## src/tgr_pkg.sv

```systemverilog
// ----------------------------------------------------------------------------
// tgr_pkg
// Shared types, constants and the color palette for the text glyph rasterizer.
// ----------------------------------------------------------------------------
`default_nettype none

package tgr_pkg;

  // Limits of the character cell and the text screen.
  localparam int MAX_GLYPH_WIDTH  = 16;
  localparam int MAX_GLYPH_HEIGHT = 32;
  localparam int FONT_CHARS       = 256;
  localparam int TEXT_ROWS        = 64;
  localparam int TEXT_COLS        = 128;

  // Field widths.
  localparam int GW_W      = 5;   // glyph width register
  localparam int GH_W      = 6;   // glyph height register
  localparam int FONT_AW   = 14;  // font store byte address
  localparam int BANK_AW   = FONT_AW - 1;
  localparam int ROW_W     = 6;
  localparam int COL_W     = 7;
  localparam int PIX_W     = 11;
  localparam int RGB_W     = 24;
  localparam int CFG_IDX_W = 1;
  localparam int CFG_DAT_W = 6;

  // Command queue between front and back.
  localparam int QDEPTH = 4;
  localparam int QPTR_W = $clog2(QDEPTH);

  // Configuration register indexes.
  typedef enum logic [CFG_IDX_W-1:0] {
    CFG_GLYPH_WIDTH  = 1'b0,
    CFG_GLYPH_HEIGHT = 1'b1
  } tgr_cfg_idx_t;

  // Input item function codes.
  localparam logic FUNC_FONT_WRITE = 1'b0;
  localparam logic FUNC_RENDER     = 1'b1;

  // Command kinds carried by the queue.
  typedef enum logic {
    CMD_FONT_WRITE = 1'b0,
    CMD_RENDER     = 1'b1
  } tgr_cmd_kind_t;

  typedef struct packed {
    logic              func;
    logic [FONT_AW-1:0] font_address;
    logic [7:0]        font_byte;
    logic [ROW_W-1:0]  cell_row;
    logic [COL_W-1:0]  cell_col;
    logic [15:0]       char_attr;
  } tgr_in_t;

  typedef struct packed {
    logic [PIX_W-1:0] pixel_x;
    logic [PIX_W-1:0] pixel_y;
    logic [15:0]      glyph_bits;
    logic [RGB_W-1:0] fg_rgb;
    logic [RGB_W-1:0] bg_rgb;
    logic             last_line;
  } tgr_out_t;

  // One classified command from the front to the back.
  typedef struct packed {
    tgr_cmd_kind_t      kind;
    logic [FONT_AW-1:0] font_addr;   // font write address
    logic [7:0]         font_byte;   // font write data
    logic [PIX_W-1:0]   pixel_x;     // col * W
    logic [PIX_W-1:0]   y_base;      // row * H
    logic [FONT_AW-1:0] glyph_addr;  // address of the first byte of line 0
    logic               wide;        // two bytes per line
    logic [GH_W-1:0]    height;      // clamped H
    logic [3:0]         fg_idx;
    logic [3:0]         bg_idx;
  } tgr_cmd_t;

  // Fixed 16-entry palette (ANSI color order), 0xRRGGBB.
  function automatic logic [RGB_W-1:0] vga_color(input logic [3:0] idx);
    logic [RGB_W-1:0] c;
    case (idx)
      4'd0:    c = 24'h000000;
      4'd1:    c = 24'hAA0000;
      4'd2:    c = 24'h00AA00;
      4'd3:    c = 24'hAAAA00;
      4'd4:    c = 24'h0000AA;
      4'd5:    c = 24'hAA00AA;
      4'd6:    c = 24'h00AAAA;
      4'd7:    c = 24'hAAAAAA;
      4'd8:    c = 24'h555555;
      4'd9:    c = 24'hFF5555;
      4'd10:   c = 24'h55FF55;
      4'd11:   c = 24'hFFFF55;
      4'd12:   c = 24'h5555FF;
      4'd13:   c = 24'hFF55FF;
      4'd14:   c = 24'h55FFFF;
      default: c = 24'hFFFFFF;
    endcase
    return c;
  endfunction

endpackage

`default_nettype wire

```

## src/tgr_queue.sv

```systemverilog
// ----------------------------------------------------------------------------
// tgr_queue
// Short command FIFO that decouples the front from the back.
// ----------------------------------------------------------------------------
`default_nettype none

module tgr_queue
  import tgr_pkg::*;
(
  input  wire logic     clk,
  input  wire logic     rst_n,
  input  wire logic     push,
  input  wire tgr_cmd_t push_data,
  output logic          full,
  input  wire logic     pop,
  output tgr_cmd_t      pop_data,
  output logic          empty
);

  tgr_cmd_t          entry_r [QDEPTH];
  logic [QPTR_W-1:0] wr_ptr_r;
  logic [QPTR_W-1:0] rd_ptr_r;
  logic [QPTR_W:0]   count_r;
  logic              do_push;
  logic              do_pop;

  assign full     = (count_r == (QPTR_W+1)'(QDEPTH));
  assign empty    = (count_r == '0);
  assign do_push  = push && !full;
  assign do_pop   = pop && !empty;
  assign pop_data = entry_r[rd_ptr_r];

  // Storage.
  always_ff @(posedge clk) begin
    if (do_push) begin
      entry_r[wr_ptr_r] <= push_data;
    end
  end

  // Pointers and fill count.
  always_ff @(posedge clk) begin
    if (!rst_n) begin
      wr_ptr_r <= '0;
      rd_ptr_r <= '0;
      count_r  <= '0;
    end else begin
      if (do_push) begin
        wr_ptr_r <= wr_ptr_r + QPTR_W'(1);
      end
      if (do_pop) begin
        rd_ptr_r <= rd_ptr_r + QPTR_W'(1);
      end
      if (do_push && !do_pop) begin
        count_r <= count_r + (QPTR_W+1)'(1);
      end else if (do_pop && !do_push) begin
        count_r <= count_r - (QPTR_W+1)'(1);
      end
    end
  end

endmodule

`default_nettype wire

```

## config.mk

```make
export PLATFORM = sky130hd
export DESIGN_NAME = tgr_queue
export DESIGN_NICKNAME = d
export VERILOG_FILES = /design/src/tgr_pkg.sv /design/src/tgr_queue.sv
export SDC_FILE = /design/constraint.sdc
export NUM_CORES = 1
export LEC_CHECK = 0
export BUFFER_PORTS_ARGS = -buffer_cell sky130_fd_sc_hd__buf_4
export CORE_ASPECT_RATIO = 1.4
export CORE_MARGIN = 2
export CORE_UTILIZATION = 50
export CTS_CLUSTER_SIZE = 40
export DETAILED_ROUTE_END_ITERATION = 10
export GPL_ROUTABILITY_DRIVEN = 0
export GPL_TIMING_DRIVEN = 1
export HOLD_SLACK_MARGIN = 0.1
export PLACE_DENSITY = 0.71
export SLEW_MARGIN = 20
export SYNTH_ARGS = -nofsm -noshare
export SYNTH_HDL_FRONTEND = slang
export SYNTH_SLANG_ARGS = --single-unit
```

## constraint.sdc

```tcl
create_clock -name clk -period 3.4 [get_ports clk]
set_input_delay 0.51 -clock clk [delete_from_list [all_inputs] [get_ports clk]]
set_output_delay 0.51 -clock clk [all_outputs]
set_load 0.1 [all_outputs]
```

Word level (Yosys, flattened, before mapping):

Memories as Yosys holds them, arrays and structs flattened. A register that Yosys moved wholly into a read port is not among the register bits.
Index checks and enable logic that the tools add are counted.
Widths: inputs -> output; s select.

* word-level logic and storage cells: 25
* input port bits: 78
* output and inout port bits: 76
* memories: 1
* memory bits (writable): 296
* register bits after elaboration: 7

* equality and inequality tests: 1
* mux-type cells: 6
* reduce and logical (&&, ||, !) cells: 10
* add/sub/neg operators: 4

Memory list
* entry_r: depth 4, width 74, read ports 1, clocked after memory_dff 1, wr ports 1, RTL line tgr_queue.sv:20 `tgr_cmd_t entry_r [QDEPTH];`

Operators by type and width (count)
* $mux 3: 2
* $add 2x1->2 const B: 2
* $logic_and 1x1->1: 4
* $logic_not 1->1: 4
* $mux 2: 2
* $add 3x1->3 const B: 1
* $eq 3x3->1 const B: 1
* $logic_not 3->1: 1
* $sub 3x1->3 const B: 1
* $mux 1: 2
* $reduce_bool 2->1: 1

Logic depth before layout (Yosys ltp):

* word-level depth: 7
* depth in mapped cells: 9
* gate-level depth less buffers: 8

Worst setup path before layout:

OpenSTA, ideal clock, no wires.

* kind: register to register
* start point: register count_r[2]
* end point: memory entry_r[0][0] in the netlist's numbering, enable pin
* path buffers: 1
* path slack: -0.054 ns
* period minus slack after synthesis: 3.454 ns
* arrival time: 2.864 ns
* stages on the path, launching flop included: 5
* cells stage by stage: dfxtp_1 > nor3b_2 > nor2b_1 > buf_2 > and2_1

* longest elaborated chain between the ends: 5

Ends and longest elaborated chain
* start, declared: RTL line tgr_queue.sv:23 `logic [QPTR_W:0] count_r;`
* start signal, assigned: RTL line tgr_queue.sv:54 `count_r <= count_r + (QPTR_W+1)'(1);`
* start signal, assigned: RTL line tgr_queue.sv:56 `count_r <= count_r - (QPTR_W+1)'(1);`
* $eq 3x3->1: RTL line tgr_queue.sv:27 `assign full = (count_r == (QPTR_W+1)'(QDEPTH));`
* named net full: RTL line tgr_queue.sv:14 `output logic full,`
* $logic_not 1->1: RTL line tgr_queue.sv:29 `assign do_push = push && !full;`
* $logic_and 1x1->1: RTL line tgr_queue.sv:29
* named net do_push: RTL line tgr_queue.sv:24 `logic do_push;`
* $mux 1: RTL line tgr_queue.sv:35 `if (do_push) begin`
* $mux 1 (implied by the code): RTL line tgr_queue.sv:36 `entry_r[wr_ptr_r] <= push_data;`
* end, declared: RTL line tgr_queue.sv:20

The timed path passes the listed nets, and every way through them passes these cells.

==> results.rst <==
.. list-table::
   :header-rows: 1

   * - Metric
     - Value
   * - Crit path max fanout
     - 23
   * - Met2 Routed Length
     - 10.70 mm
   * - Hold Fails Final Rpt
     - 0
   * - Pin slew with the least headroom to its limit
     - 0.5425 ns
   * - Tot GR Track Use
     - 16.87%
   * - Total die area
     - 23550 um2
   * - Worst max-slew margin expressed relative to the limit
     - 63.76%
   * - Post-synthesis cell count
     - 434
   * - Wire length of the first global-routing pass
     - 30.07 mm
   * - Dominant cell by count in the synthesized netlist
     - sky130_fd_sc_hd__edfxtp_1
   * - Cell types with the highest counts after synthesis
     - sky130_fd_sc_hd__edfxtp_1, sky130_fd_sc_hd__mux4_2, sky130_fd_sc_hd__dfxtp_1
   * - Most frequently used flop master after synthesis
     - sky130_fd_sc_hd__edfxtp_1
   * - Number of optimization iterations in the first detailed-route pass
     - 4
   * - Antenna fix cells
     - 0
   * - Type of destination of the critical path
     - output port
   * - Count of H-tree levels built during CTS
     - 1
   * - Net count of the mapped netlist
     - 518
   * - IO Port Bufs
     - 153
   * - Critical Path Source Type
     - register
   * - Area Growth Syn to Fin
     - 22.02%
   * - Share of cells above drive strength 1
     - 45.40%
   * - Post-cts repair resize count
     - 0
   * - # nets final
     - 694
   * - Violation count after the first detailed-routing iteration
     - 333
   * - Reg-to-reg startpoint
     - count_r[0]
   * - Length of routed met3 wiring
     - 1.195 mm
   * - Highest metal layer with signal wires
     - met4
   * - Top-area cell type share of the netlist area
     - 79.62%
   * - Starting utilization of the core area
     - 51.06%
   * - Detailed-route wire length
     - 19.69 mm
   * - DRC errors left
     - 0
   * - WL per Instance
     - 21.24 um
   * - Number of buffers inserted to repair setup after CTS
     - 0
   * - Area of the core
     - 21860 um2
   * - Depth of the worst hold-timing path
     - 1
   * - Post-synth EDFFs
     - 296
   * - Post-synthesis register bit count
     - 305
   * - Max-cap viol count
     - 0
   * - Path type of the worst setup path
     - register to output port
   * - Number of antenna-violating nets in the routed design
     - 0
   * - Max Clock Skew
     - 0.01050 ns
   * - Clock latency on the worst-skew pair
     - 0.52 ns
   * - Seq/Total Area, Yosys
     - 81.24%
   * - Ratio of routed vias to standard cells
     - 5.359
   * - Library cell with the largest summed area after synthesis
     - sky130_fd_sc_hd__edfxtp_1
   * - Syn Std Cell Area
     - 11160 um2
   * - Mapped Avg Cell Area
     - 25.72 um2
   * - Result of the run
     - completed
   * - Hold path endpoint
     - entry_r[0][37]
   * - Clk slew on worst S/H paths
     - 0.06 ns
   * - Data arrival time at the worst-slack endpoint
     - 2.32 ns
   * - Final HPWL from detailed placement
     - 12.18 mm
   * - Number of antenna violations at the first check in global routing
     - 0
   * - GRT overflow
     - 0
   * - Shortest clock period the worst path allows after layout
     - 2.830 ns
   * - Largest net degree at the start of global routing
     - 43
   * - Endpoint of the worst register-to-register path
     - count_r[2]
   * - Share of the clock period used by the worst path after layout
     - 83.24%
   * - RSZ-0062 raised after global routing
     - false
   * - Die X
     - 130.3 um
   * - Clock tree from TritonCTS
     - done
   * - Count of synthesis-stage warnings from yosys
     - 0
   * - Sinks on the clock net
     - 305
   * - Setup TNS Final
     - 0 ns
   * - Via Count
     - 4968
   * - Maximum root-to-sink buffer count
     - 3
   * - Number of distinct library cell variants in the gate-level netlist after synthesis
     - 23
   * - Fraction of synthesis flops using an asynchronous set or reset pin
     - 0%
   * - Vias in the first global route
     - 5470
   * - Data required time at the worst endpoint
     - 2.89 ns
   * - Worst Min Path Start
     - push_data[37]
   * - Timing-limited maximum frequency
     - 353.4 MHz
   * - Number of buffers added by the clock tree synthesis step
     - 28
   * - Count of endpoints failing setup in the final report
     - 0
   * - Number of max-slew violations in the final report
     - 0
   * - Die span in y
     - 180.8 um
   * - Clock Root Buffer
     - sky130_fd_sc_hd__clkbuf_16
   * - Setup slack of the most critical reg-to-reg path
     - 0.91 ns
   * - Largest cells by area after synthesis
     - sky130_fd_sc_hd__edfxtp_1, sky130_fd_sc_hd__mux4_2, sky130_fd_sc_hd__dfxtp_1
   * - Wire length on met1
     - 7.389 mm
   * - Depth of the worst register-to-register path
     - 8
   * - Number of rows created at floorplan
     - 64
   * - Post-CTS Hold Fix Bufs
     - 0
   * - Class of the worst hold path
     - input pin to register
   * - Count of boundary I/O pins
     - 154
## per-stage QoR
step | hold slack [ns] | utilization (%) | instances | setup WS [ns] | area (um2)
after global routing | 0.1622 | 62.31 | 927 | 0.4092 | 13620
after detailed placement | 0.5143 | 58.24 | 877 | 0.8663 | 12730
final | 0.1835 | 62.31 | 927 | 0.5700 | 13620
after floorplan | 0.4677 | - | 434 | 0.2182 | 11170
after global placement | 0.4796 | 58.24 | 877 | 1.004 | 12730
after CTS | 0.1628 | 62.31 | 927 | 0.4914 | 13620
## state kept, by name, indices dropped and copies added, names as in the netlist, named ones only
name	flops
count_r	3
entry_r	296
wr_ptr_r	2
rd_ptr_r	2
## per-layer routing
metal	up-vias	global-route usage (%)
met3	30	3.731
met4	0	4.516
met5	-	0
met2	125	29.93
li1	2205	-
met1	2608	20.84
## cell usage in the layout, fill, tap and decap left out, types with 4 or more instances in the layout
master,netlist,routed
sky130_fd_sc_hd__dfxtp_1,9,7
sky130_fd_sc_hd__ha_1,5,5
sky130_fd_sc_hd__buf_12,0,6
sky130_fd_sc_hd__nand2_1,4,4
sky130_fd_sc_hd__buf_4,1,158
sky130_fd_sc_hd__clkinv_1,0,6
sky130_fd_sc_hd__mux4_2,74,74
sky130_fd_sc_hd__clkbuf_16,0,29
sky130_fd_sc_hd__edfxtp_1,296,296
sky130_fd_sc_hd__clkbuf_1,2,4
sky130_fd_sc_hd__and2_4,0,4
sky130_fd_sc_hd__and2_1,8,4
## area by class of cell
class / count / area (um2)
Inverter: 3 / 11.26
Clock inverter: 17 / 150.1
Tap cell: 297 / 371.6
Multi-Input combinational cell: 108 / 1966
Clock buffer: 33 / 740.7
Fill cell: 1502 / 8239
Sequential cell: 305 / 9076
Timing Repair Buffer: 164 / 1306
## logic make-up (layout without fill, tap and decap cells)
| kind of cell | count (synthesis) | after routing | synth area share [%] |
|---|---|---|---|
| flops | 305 | 305 | 81.24 |
| mux | 77 | 77 | 15.20 |
| buf+inv | 21 | 217 | 1.300 |
| simple gates | 17 | 17 | 0.9078 |
| fa+ha+maj | 6 | 6 | 0.7398 |
| compound gates | 4 | 4 | 0.3026 |
| xor+xnor | 4 | 4 | 0.3139 |
## how the worst max path moves through the flow
stage / from / endpoint / depth (start not counted)
4_1_cts: register / pop_data[65] / 3
6_report: register / pop_data[14] / 3
5_1_grt: register / pop_data[14] / 3
3_5_place_dp: push / count_r[2] / 8
2_1_floorplan: count_r[0] / entry_r[0][0] / 4
3_3_place_gp: push / count_r[2] / 8
## critical path, cell delays in order (launching register included)
cell and delay (ns):
sky130_fd_sc_hd__dfxtp_4 0.48, sky130_fd_sc_hd__buf_4 0.46, sky130_fd_sc_hd__mux4_2 0.59, sky130_fd_sc_hd__buf_4 0.25
Power is left out: the tool's default activity adds up to more than one toggle a clock period on the data nets, which glitch-free logic cannot reach.
