<file path="src/tgr_pkg.sv">
// ----------------------------------------------------------------------------
// tgr_pkg
// Shared types, constants and the color palette for the text glyph rasterizer.
// ----------------------------------------------------------------------------
`default_nettype none

package tgr_pkg;

  // Limits of the character cell and the text screen.
  localparam int MAX_GLYPH_WIDTH  = 16;
  localparam int MAX_GLYPH_HEIGHT = 32;
  localparam int FONT_CHARS       = 256;
  localparam int TEXT_ROWS        = 64;
  localparam int TEXT_COLS        = 128;

  // Field widths.
  localparam int GW_W      = 5;   // glyph width register
  localparam int GH_W      = 6;   // glyph height register
  localparam int FONT_AW   = 14;  // font store byte address
  localparam int BANK_AW   = FONT_AW - 1;
  localparam int ROW_W     = 6;
  localparam int COL_W     = 7;
  localparam int PIX_W     = 11;
  localparam int RGB_W     = 24;
  localparam int CFG_IDX_W = 1;
  localparam int CFG_DAT_W = 6;

  // Command queue between front and back.
  localparam int QDEPTH = 4;
  localparam int QPTR_W = $clog2(QDEPTH);

  // Configuration register indexes.
  typedef enum logic [CFG_IDX_W-1:0] {
    CFG_GLYPH_WIDTH  = 1'b0,
    CFG_GLYPH_HEIGHT = 1'b1
  } tgr_cfg_idx_t;

  // Input item function codes.
  localparam logic FUNC_FONT_WRITE = 1'b0;
  localparam logic FUNC_RENDER     = 1'b1;

  // Command kinds carried by the queue.
  typedef enum logic {
    CMD_FONT_WRITE = 1'b0,
    CMD_RENDER     = 1'b1
  } tgr_cmd_kind_t;

  typedef struct packed {
    logic              func;
    logic [FONT_AW-1:0] font_address;
    logic [7:0]        font_byte;
    logic [ROW_W-1:0]  cell_row;
    logic [COL_W-1:0]  cell_col;
    logic [15:0]       char_attr;
  } tgr_in_t;

  typedef struct packed {
    logic [PIX_W-1:0] pixel_x;
    logic [PIX_W-1:0] pixel_y;
    logic [15:0]      glyph_bits;
    logic [RGB_W-1:0] fg_rgb;
    logic [RGB_W-1:0] bg_rgb;
    logic             last_line;
  } tgr_out_t;

  // One classified command from the front to the back.
  typedef struct packed {
    tgr_cmd_kind_t      kind;
    logic [FONT_AW-1:0] font_addr;   // font write address
    logic [7:0]         font_byte;   // font write data
    logic [PIX_W-1:0]   pixel_x;     // col * W
    logic [PIX_W-1:0]   y_base;      // row * H
    logic [FONT_AW-1:0] glyph_addr;  // address of the first byte of line 0
    logic               wide;        // two bytes per line
    logic [GH_W-1:0]    height;      // clamped H
    logic [3:0]         fg_idx;
    logic [3:0]         bg_idx;
  } tgr_cmd_t;

  // Fixed 16-entry palette (ANSI color order), 0xRRGGBB.
  function automatic logic [RGB_W-1:0] vga_color(input logic [3:0] idx);
    logic [RGB_W-1:0] c;
    case (idx)
      4'd0:    c = 24'h000000;
      4'd1:    c = 24'hAA0000;
      4'd2:    c = 24'h00AA00;
      4'd3:    c = 24'hAAAA00;
      4'd4:    c = 24'h0000AA;
      4'd5:    c = 24'hAA00AA;
      4'd6:    c = 24'h00AAAA;
      4'd7:    c = 24'hAAAAAA;
      4'd8:    c = 24'h555555;
      4'd9:    c = 24'hFF5555;
      4'd10:   c = 24'h55FF55;
      4'd11:   c = 24'hFFFF55;
      4'd12:   c = 24'h5555FF;
      4'd13:   c = 24'hFF55FF;
      4'd14:   c = 24'h55FFFF;
      default: c = 24'hFFFFFF;
    endcase
    return c;
  endfunction

endpackage

`default_nettype wire

</file>
<file path="src/tgr_front.sv">
// ----------------------------------------------------------------------------
// tgr_front
// Holds the cell geometry registers, accepts input beats and turns each one
// into a font write or render command; off-screen cells are dropped.
// ----------------------------------------------------------------------------
`default_nettype none

module tgr_front
  import tgr_pkg::*;
(
  input  wire logic                 clk,
  input  wire logic                 rst_n,
  input  wire logic                 in_valid,
  output logic                      in_stall,
  input  wire tgr_in_t              in_data,
  input  wire logic                 cfg_we,
  input  wire logic [CFG_IDX_W-1:0] cfg_index,
  input  wire logic [CFG_DAT_W-1:0] cfg_wdata,
  output logic                      q_push,
  output tgr_cmd_t                  q_data,
  input  wire logic                 q_full
);

  logic [GW_W-1:0] glyph_width_r;
  logic [GH_W-1:0] glyph_height_r;
  logic [GW_W-1:0] w;
  logic [GH_W-1:0] h;
  logic            on_screen;
  logic            accept;
  logic [11:0]     px_prod;
  logic [11:0]     py_prod;
  logic [FONT_AW-1:0] ch_base;

  // Geometry registers.
  always_ff @(posedge clk) begin
    if (!rst_n) begin
      glyph_width_r  <= GW_W'(8);
      glyph_height_r <= GH_W'(16);
    end else if (cfg_we) begin
      case (tgr_cfg_idx_t'(cfg_index))
        CFG_GLYPH_WIDTH:  glyph_width_r  <= cfg_wdata[GW_W-1:0];
        CFG_GLYPH_HEIGHT: glyph_height_r <= cfg_wdata[GH_W-1:0];
        default: ;
      endcase
    end
  end

  // Clamp the geometry into its legal range.
  always_comb begin
    if (glyph_width_r == '0) begin
      w = GW_W'(1);
    end else if (int'(glyph_width_r) > MAX_GLYPH_WIDTH) begin
      w = GW_W'(MAX_GLYPH_WIDTH);
    end else begin
      w = glyph_width_r;
    end
    if (glyph_height_r == '0) begin
      h = GH_W'(1);
    end else if (int'(glyph_height_r) > MAX_GLYPH_HEIGHT) begin
      h = GH_W'(MAX_GLYPH_HEIGHT);
    end else begin
      h = glyph_height_r;
    end
  end

  // Accept whenever the queue has room.
  assign in_stall  = q_full;
  assign accept    = in_valid && !q_full;
  assign on_screen = (int'(in_data.cell_row) < TEXT_ROWS) &&
                     (int'(in_data.cell_col) < TEXT_COLS);
  assign q_push    = accept && ((in_data.func == FUNC_FONT_WRITE) || on_screen);

  // Cell origin and glyph base address.
  assign px_prod = 12'(in_data.cell_col) * 12'(w);
  assign py_prod = 12'(in_data.cell_row) * 12'(h);
  assign ch_base = FONT_AW'(in_data.char_attr[7:0] & 8'(FONT_CHARS - 1)) * FONT_AW'(h);

  always_comb begin
    q_data.kind       = (in_data.func == FUNC_RENDER) ? CMD_RENDER : CMD_FONT_WRITE;
    q_data.font_addr  = in_data.font_address;
    q_data.font_byte  = in_data.font_byte;
    q_data.pixel_x    = px_prod[PIX_W-1:0];
    q_data.y_base     = py_prod[PIX_W-1:0];
    q_data.wide       = (w > GW_W'(8));
    q_data.glyph_addr = q_data.wide ? {ch_base[FONT_AW-2:0], 1'b0} : ch_base;
    q_data.height     = h;
    q_data.fg_idx     = in_data.char_attr[11:8];
    q_data.bg_idx     = in_data.char_attr[15:12];
  end

endmodule

`default_nettype wire

</file>
<file path="config.mk">
export PLATFORM = sky130hd
export DESIGN_NAME = tgr_front
export DESIGN_NICKNAME = d
export VERILOG_FILES = /design/src/tgr_pkg.sv /design/src/tgr_front.sv
export SDC_FILE = /design/constraint.sdc
export NUM_CORES = 1
export LEC_CHECK = 0
export ABC_AREA = 1
export ABC_CLOCK_PERIOD_IN_PS = 10700
export BUFFER_PORTS_ARGS = -buffer_cell sky130_fd_sc_hd__buf_2
export CAP_MARGIN = 40
export CORE_ASPECT_RATIO = 0.6
export CORE_MARGIN = 5
export CORE_UTILIZATION = 40
export CTS_CLUSTER_SIZE = 8
export DETAILED_ROUTE_END_ITERATION = 10
export HOLD_SLACK_MARGIN = 0.03
export PLACE_DENSITY = 0.64
export SYNTH_ARGS = -nofsm -noshare
export SYNTH_HDL_FRONTEND = slang
export SYNTH_SLANG_ARGS = --single-unit
export TNS_END_PERCENT = 10
</file>
<file path="constraint.sdc">
create_clock -name clk -period 10.7 [get_ports clk]
set_clock_uncertainty 0.2 [all_clocks]
set_input_delay 1.605 -clock clk [delete_from_list [all_inputs] [get_ports clk]]
set_output_delay 1.605 -clock clk [all_outputs]
set_load 0.02 [all_outputs]
</file>
Word-level counts from Yosys, hierarchy flattened. Index checks and enable logic that the tools add are counted.

$mul: 3. Order comparisons: 3. Mux-type cells: 6. Bitwise logic cells: 1. Reductions and logical operators: 6.

Operators with widths (number): 8-bit by 6-bit multiplier with 14-bit output (1); 14-bit 2-to-1 mux (1); 6-bit 2-to-1 mux (2); 6-bit by 6-bit multiplier with 11-bit output (1); 7-bit by 5-bit multiplier with 11-bit output (1); 5-bit 2-to-1 mux (2); 6-bit greater-than comparator (second input constant) (1); 6-bit zero test (1); 5-bit by 4-bit greater-than comparator with 1-bit output (second input constant) (1); 5-bit greater-than comparator (second input constant) (1); 5-bit zero test (1); 2-bit AND reduction (2); 1-bit logical AND (1); 1-bit zero test (1); 1-bit 2-to-1 mux (1); 1-bit inverter (1).

Bits in registers: 11. Bits of input ports: 64. Output and inout port bits: 76. Word-level logic and storage cells: 21.

Longest topological paths before layout.
Depth after elaboration: 5. Gate-level depth with buffers: 22. Mapped depth without buffers: 22.

Worst setup path after synthesis. OpenSTA, ideal clock, no wires.

Path type: input -> output. Start point: input in_data[3] (netlist bit). End point: output q_data[22] (netlist bit). Arrival: 4583 ps. Required time: 8895 ps. Slack: 4312 ps. Stages: 12. Buffers on the path: 0. Path through: inv_1 nor2_1 fa_1 inv_1 fa_1 fa_1 inv_1 ha_1 nand2_1 nand3_1 xor2_1 o21ai_0.

RTL lines: start, declared (RTL line tgr_front.sv:15) `input wire tgr_in_t in_data,`; end, declared (RTL line tgr_front.sv:20) `output tgr_cmd_t q_data,`.

==> results.md <==
* Outcome: completed
* Avg Cell Area, Syn at 6.82 sq um
* Crit Path Max Fanout at 5
* Initial detailed-routing violation count at approximately 270
* GRT Util Overall at 15.8%
* Overall power after layout at between 0.0005 and 0.0006 W
* Critical Path End Type: output pin
* Worst-path cell with the longest stage delay: sky130_fd_sc_hd__fa_1
* Leakage Power at 2.96 nW
* Die Ht at slightly above 90 um
* Count of mapped cells out of synthesis at 651
* Biggest cell delay along the critical path at 0.54 ns
* Beginning of the worst register-to-register path: glyph_height_r[5]$_SDFFE_PN0P_
* Worst slew margin relative to its limit at a little over two fifths
* Fraction of the yosys area taken by sequential cells at 4.96%
* RSZ-0062 raised after global routing: no
* Post-layout instance area at 4790 sq um
* Maxcap violations at 0
* HPWL after DPL at 9400 um
* Final net count at 871
* Vias per cell at roughly 4.8
* Via count of the first global-routing pass at 3,799
* Starting density of the core at roughly 42%
* CTS tree: done
* Fraction of synthesized area in multiplexers at 0%
* Cell at the root of the clock tree: sky130_fd_sc_hd__clkbuf_16
* Final Routed Wirelength at between 10,000 and 15,000 um
* Setup slack at placement at approximately 4.0 ns
* Critical Path RT at 8.90 ns
* Detailed-route wire length per cell at 13.0 um
* Count of inserted antenna diode cells at 0
* Final Hold Viols at 0
* Fraction of layout instances using a drive strength above 1 at 13.2%
* Kind of start point of the critical path: input port
* Most frequent cell on the critical path: sky130_fd_sc_hd__nand2_1
* Cell Chain, Critical Path: buf_2 > inv_1 > nor2_1 > fa_1 > fa_1 > inv_1 > fa_1 > inv_1 > ha_1 > a21oi_1 > nand2_1 > nand2_1 > nand3_1 > nand2_1 > nand3_1 > nand2_1 > buf_2
* Count of clock tree sinks at 11
* Number of buffers inserted to repair setup after CTS at 0
* Standard-cell row count at 29
* Count of input and output buffers at 77
* Total Die Area at between 10,000 and 15,000 sq um
* Crit share post-route at approximately 63%
* Number of antenna violations at the first check in global routing at 0
* Fraction of the mapped netlist area in adder cells at 41.2%
* Overflow left after global routing at 0
* Simple-gate portion of the synthesized area at 25.4%
* Pwr dens at between 100 and 150 nW/um^2
* Boundary Pins at 140
* Crit path from: in_data[3]
* Post-synthesis net count at 829
* IR drop worst, VDD at 0.0000931 V
* FF+latch count, synth at 11
* Min Clock Period, post-route at 6.73 ns
* H-Tree Level Count at 1
* Category of the most critical setup path: input port to output pin
* Number of max-slew violations in the final report at 0
* Hold WC Path Type: flop to flop
* Slew of the pin with the lowest slew margin at 0.874 ns
* Total iterations of the first detailed-routing run at 5
* Remaining antenna violation count after routing at 0
* Total setup violations reported at the end of the flow at 0
* Setup slack, reg-to-reg at 9.20 ns
* Horizontal die dimension at 146 um
* Worst hold start: glyph_height_r[0]$_SDFFE_PN0P_
* Reg clk slew, reported paths at 0.04 ns
* Compound-Gate Fraction of Synth Area at 5.38%
* DRC errors left at 0
* CTS Buffer Depth at 2
* Fmax achieved at between 0.1 and 0.15 GHz
* Hold bufs inserted after CTS at 0
* Arrival time at the worst endpoint at just under 5 ns
* Growth of design area from synthesis to finish at 7.80%
* Post-Syn Area at 4440 sq um
* Clock latency reported for the late side of the worst-skew pair at 0.24 ns
* Number of warning messages in the yosys log at 0
* Area of placed instances at 4710 sq um
* Clock buffers created by TritonCTS at 3
* XOR/XNOR share of the synthesized area at 3.94%
* Area of the core at 10,700 sq um
* Total negative slack at 0 ns
* Post-Route Hold Slack at ~0.3 ns
* Count of different cell masters after synthesis at 32
* First-pass GRT wire length at between 15,000 and 20,000 um
* Dominant combinational cell family by area after synthesis: adder cells
* Final critical-path setup slack at between 3 and 4 ns
* Post-CTS sizing at 0
* Largest net degree at the start of global routing at 20
* Vias post-DR at 4,004
* Placer Congestion at 0.955
## cells in the mapped netlist
library cell               count  area share (%)
sky130_fd_sc_hd__a21oi_2       1            0.20
sky130_fd_sc_hd__xor2_1       13             2.6
sky130_fd_sc_hd__a31oi_1       3            0.42
sky130_fd_sc_hd__clkinv_1      1           0.084
sky130_fd_sc_hd__buf_6         2            0.51
sky130_fd_sc_hd__o22ai_1       1            0.14
sky130_fd_sc_hd__buf_2         2            0.23
sky130_fd_sc_hd__o211ai_1      2            0.34
sky130_fd_sc_hd__nand3b_1      4            0.68
sky130_fd_sc_hd__xnor2_1       7             1.4
sky130_fd_sc_hd__nand2_2       1            0.14
sky130_fd_sc_hd__buf_4        33             5.6
sky130_fd_sc_hd__o21ai_0      14             1.6
sky130_fd_sc_hd__ha_1         60              17
sky130_fd_sc_hd__a21oi_1      15             1.7
sky130_fd_sc_hd__nor2_1       87             7.3
sky130_fd_sc_hd__o21ai_1       1            0.11
sky130_fd_sc_hd__o21bai_1      1            0.17
sky130_fd_sc_hd__a21oi_4       1            0.37
sky130_fd_sc_hd__nand2_1     144              12
sky130_fd_sc_hd__clkbuf_1      3            0.25
sky130_fd_sc_hd__nor2_2        2            0.28
sky130_fd_sc_hd__nor2_4        1            0.25
sky130_fd_sc_hd__inv_2         3            0.25
sky130_fd_sc_hd__o21ai_2       1            0.20
sky130_fd_sc_hd__nand3_1      31             3.5
sky130_fd_sc_hd__nand3_2       1            0.23
sky130_fd_sc_hd__nand4_1       6            0.84
sky130_fd_sc_hd__fa_1         54              24
sky130_fd_sc_hd__inv_1       144              12
sky130_fd_sc_hd__a21boi_0      1            0.17
sky130_fd_sc_hd__dfxtp_1      11             5.0
## area by class of cell
cell class | instances | area, sq um
Tap cell | 139 | 174
Timing Repair Buffer | 77 | 385
Sequential cell | 11 | 220
Inverter | 148 | 556
Fill cell | 1133 | 5910
Multi-Input combinational cell | 452 | 3380
Clock buffer | 4 | 78.8
## path summary, 6_finish.rpt
path                                          to  depth (start not counted)
hold / removal    glyph_height_r[0]$_SDFFE_PN0P_                          2
hold reg to reg   glyph_height_r[0]$_SDFFE_PN0P_                          2
setup / recovery                      q_data[28]                         17
setup reg to reg  glyph_height_r[5]$_SDFFE_PN0P_                          2
## kinds of logic (layout without fill, tap and decap cells)
| group | count (synthesis) | after routing |
|---|---|---|
| compound gates | 41 | 41 |
| xor+xnor | 20 | 20 |
| fa+ha+maj | 114 | 114 |
| buf+inv | 188 | 229 |
| flops | 11 | 11 |
| simple gates | 277 | 277 |
## stage by stage
| stage | std cells | utilization (%) |
|---|---|---|
| final | 831 | 44.7 |
| after global routing | 831 | 44.7 |
| after CTS | 831 | 44.7 |
| after detailed placement | 827 | 44.0 |
| after global placement | 827 | 44.0 |
| after floorplan | 651 | - |
## per-layer routing
metal / vias to the layer above / part of all wire, % / global-route usage (%)
li1: 2013 / - / -
met4: 0 / 0.27 / 1.17
met5: - / 0 / 0
met1: 1844 / 53 / 25.9
met3: 5 / 9.0 / 3.20
met2: 142 / 37 / 22.0
## worst max-delay path, delay by kind of cell
family	cells	cell delay, ns
fa+ha+maj	4	1.89
simple gates	7	0.62
buf+inv	5	0.49
compound gates	1	0.29
## layout by cell type, fill, tap and decap left out, drive strengths merged, types with 6 or more instances in the layout
cell type,synthesis,final
xnor2,7,7
nand2,145,145
a21oi,17,17
o21ai,16,16
fa,54,54
inv,147,147
nor2,90,90
dfxtp,11,11
xor2,13,13
ha,60,60
nand3,32,32
nand4,6,6
buf,37,77
## sequential cells by signal, summed over array words and instances, names as in the netlist
name and cells:
glyph_width_r 5, glyph_height_r 6
## power breakdown
part	total, W	internal (W)	switching (W)
registers	0.0000477	0.0000439	0.00000383
logic	0.000388	0.000134	0.000254
clock network	0.0000687	0.0000501	0.0000187
Power figures use the tool's default switching activity.
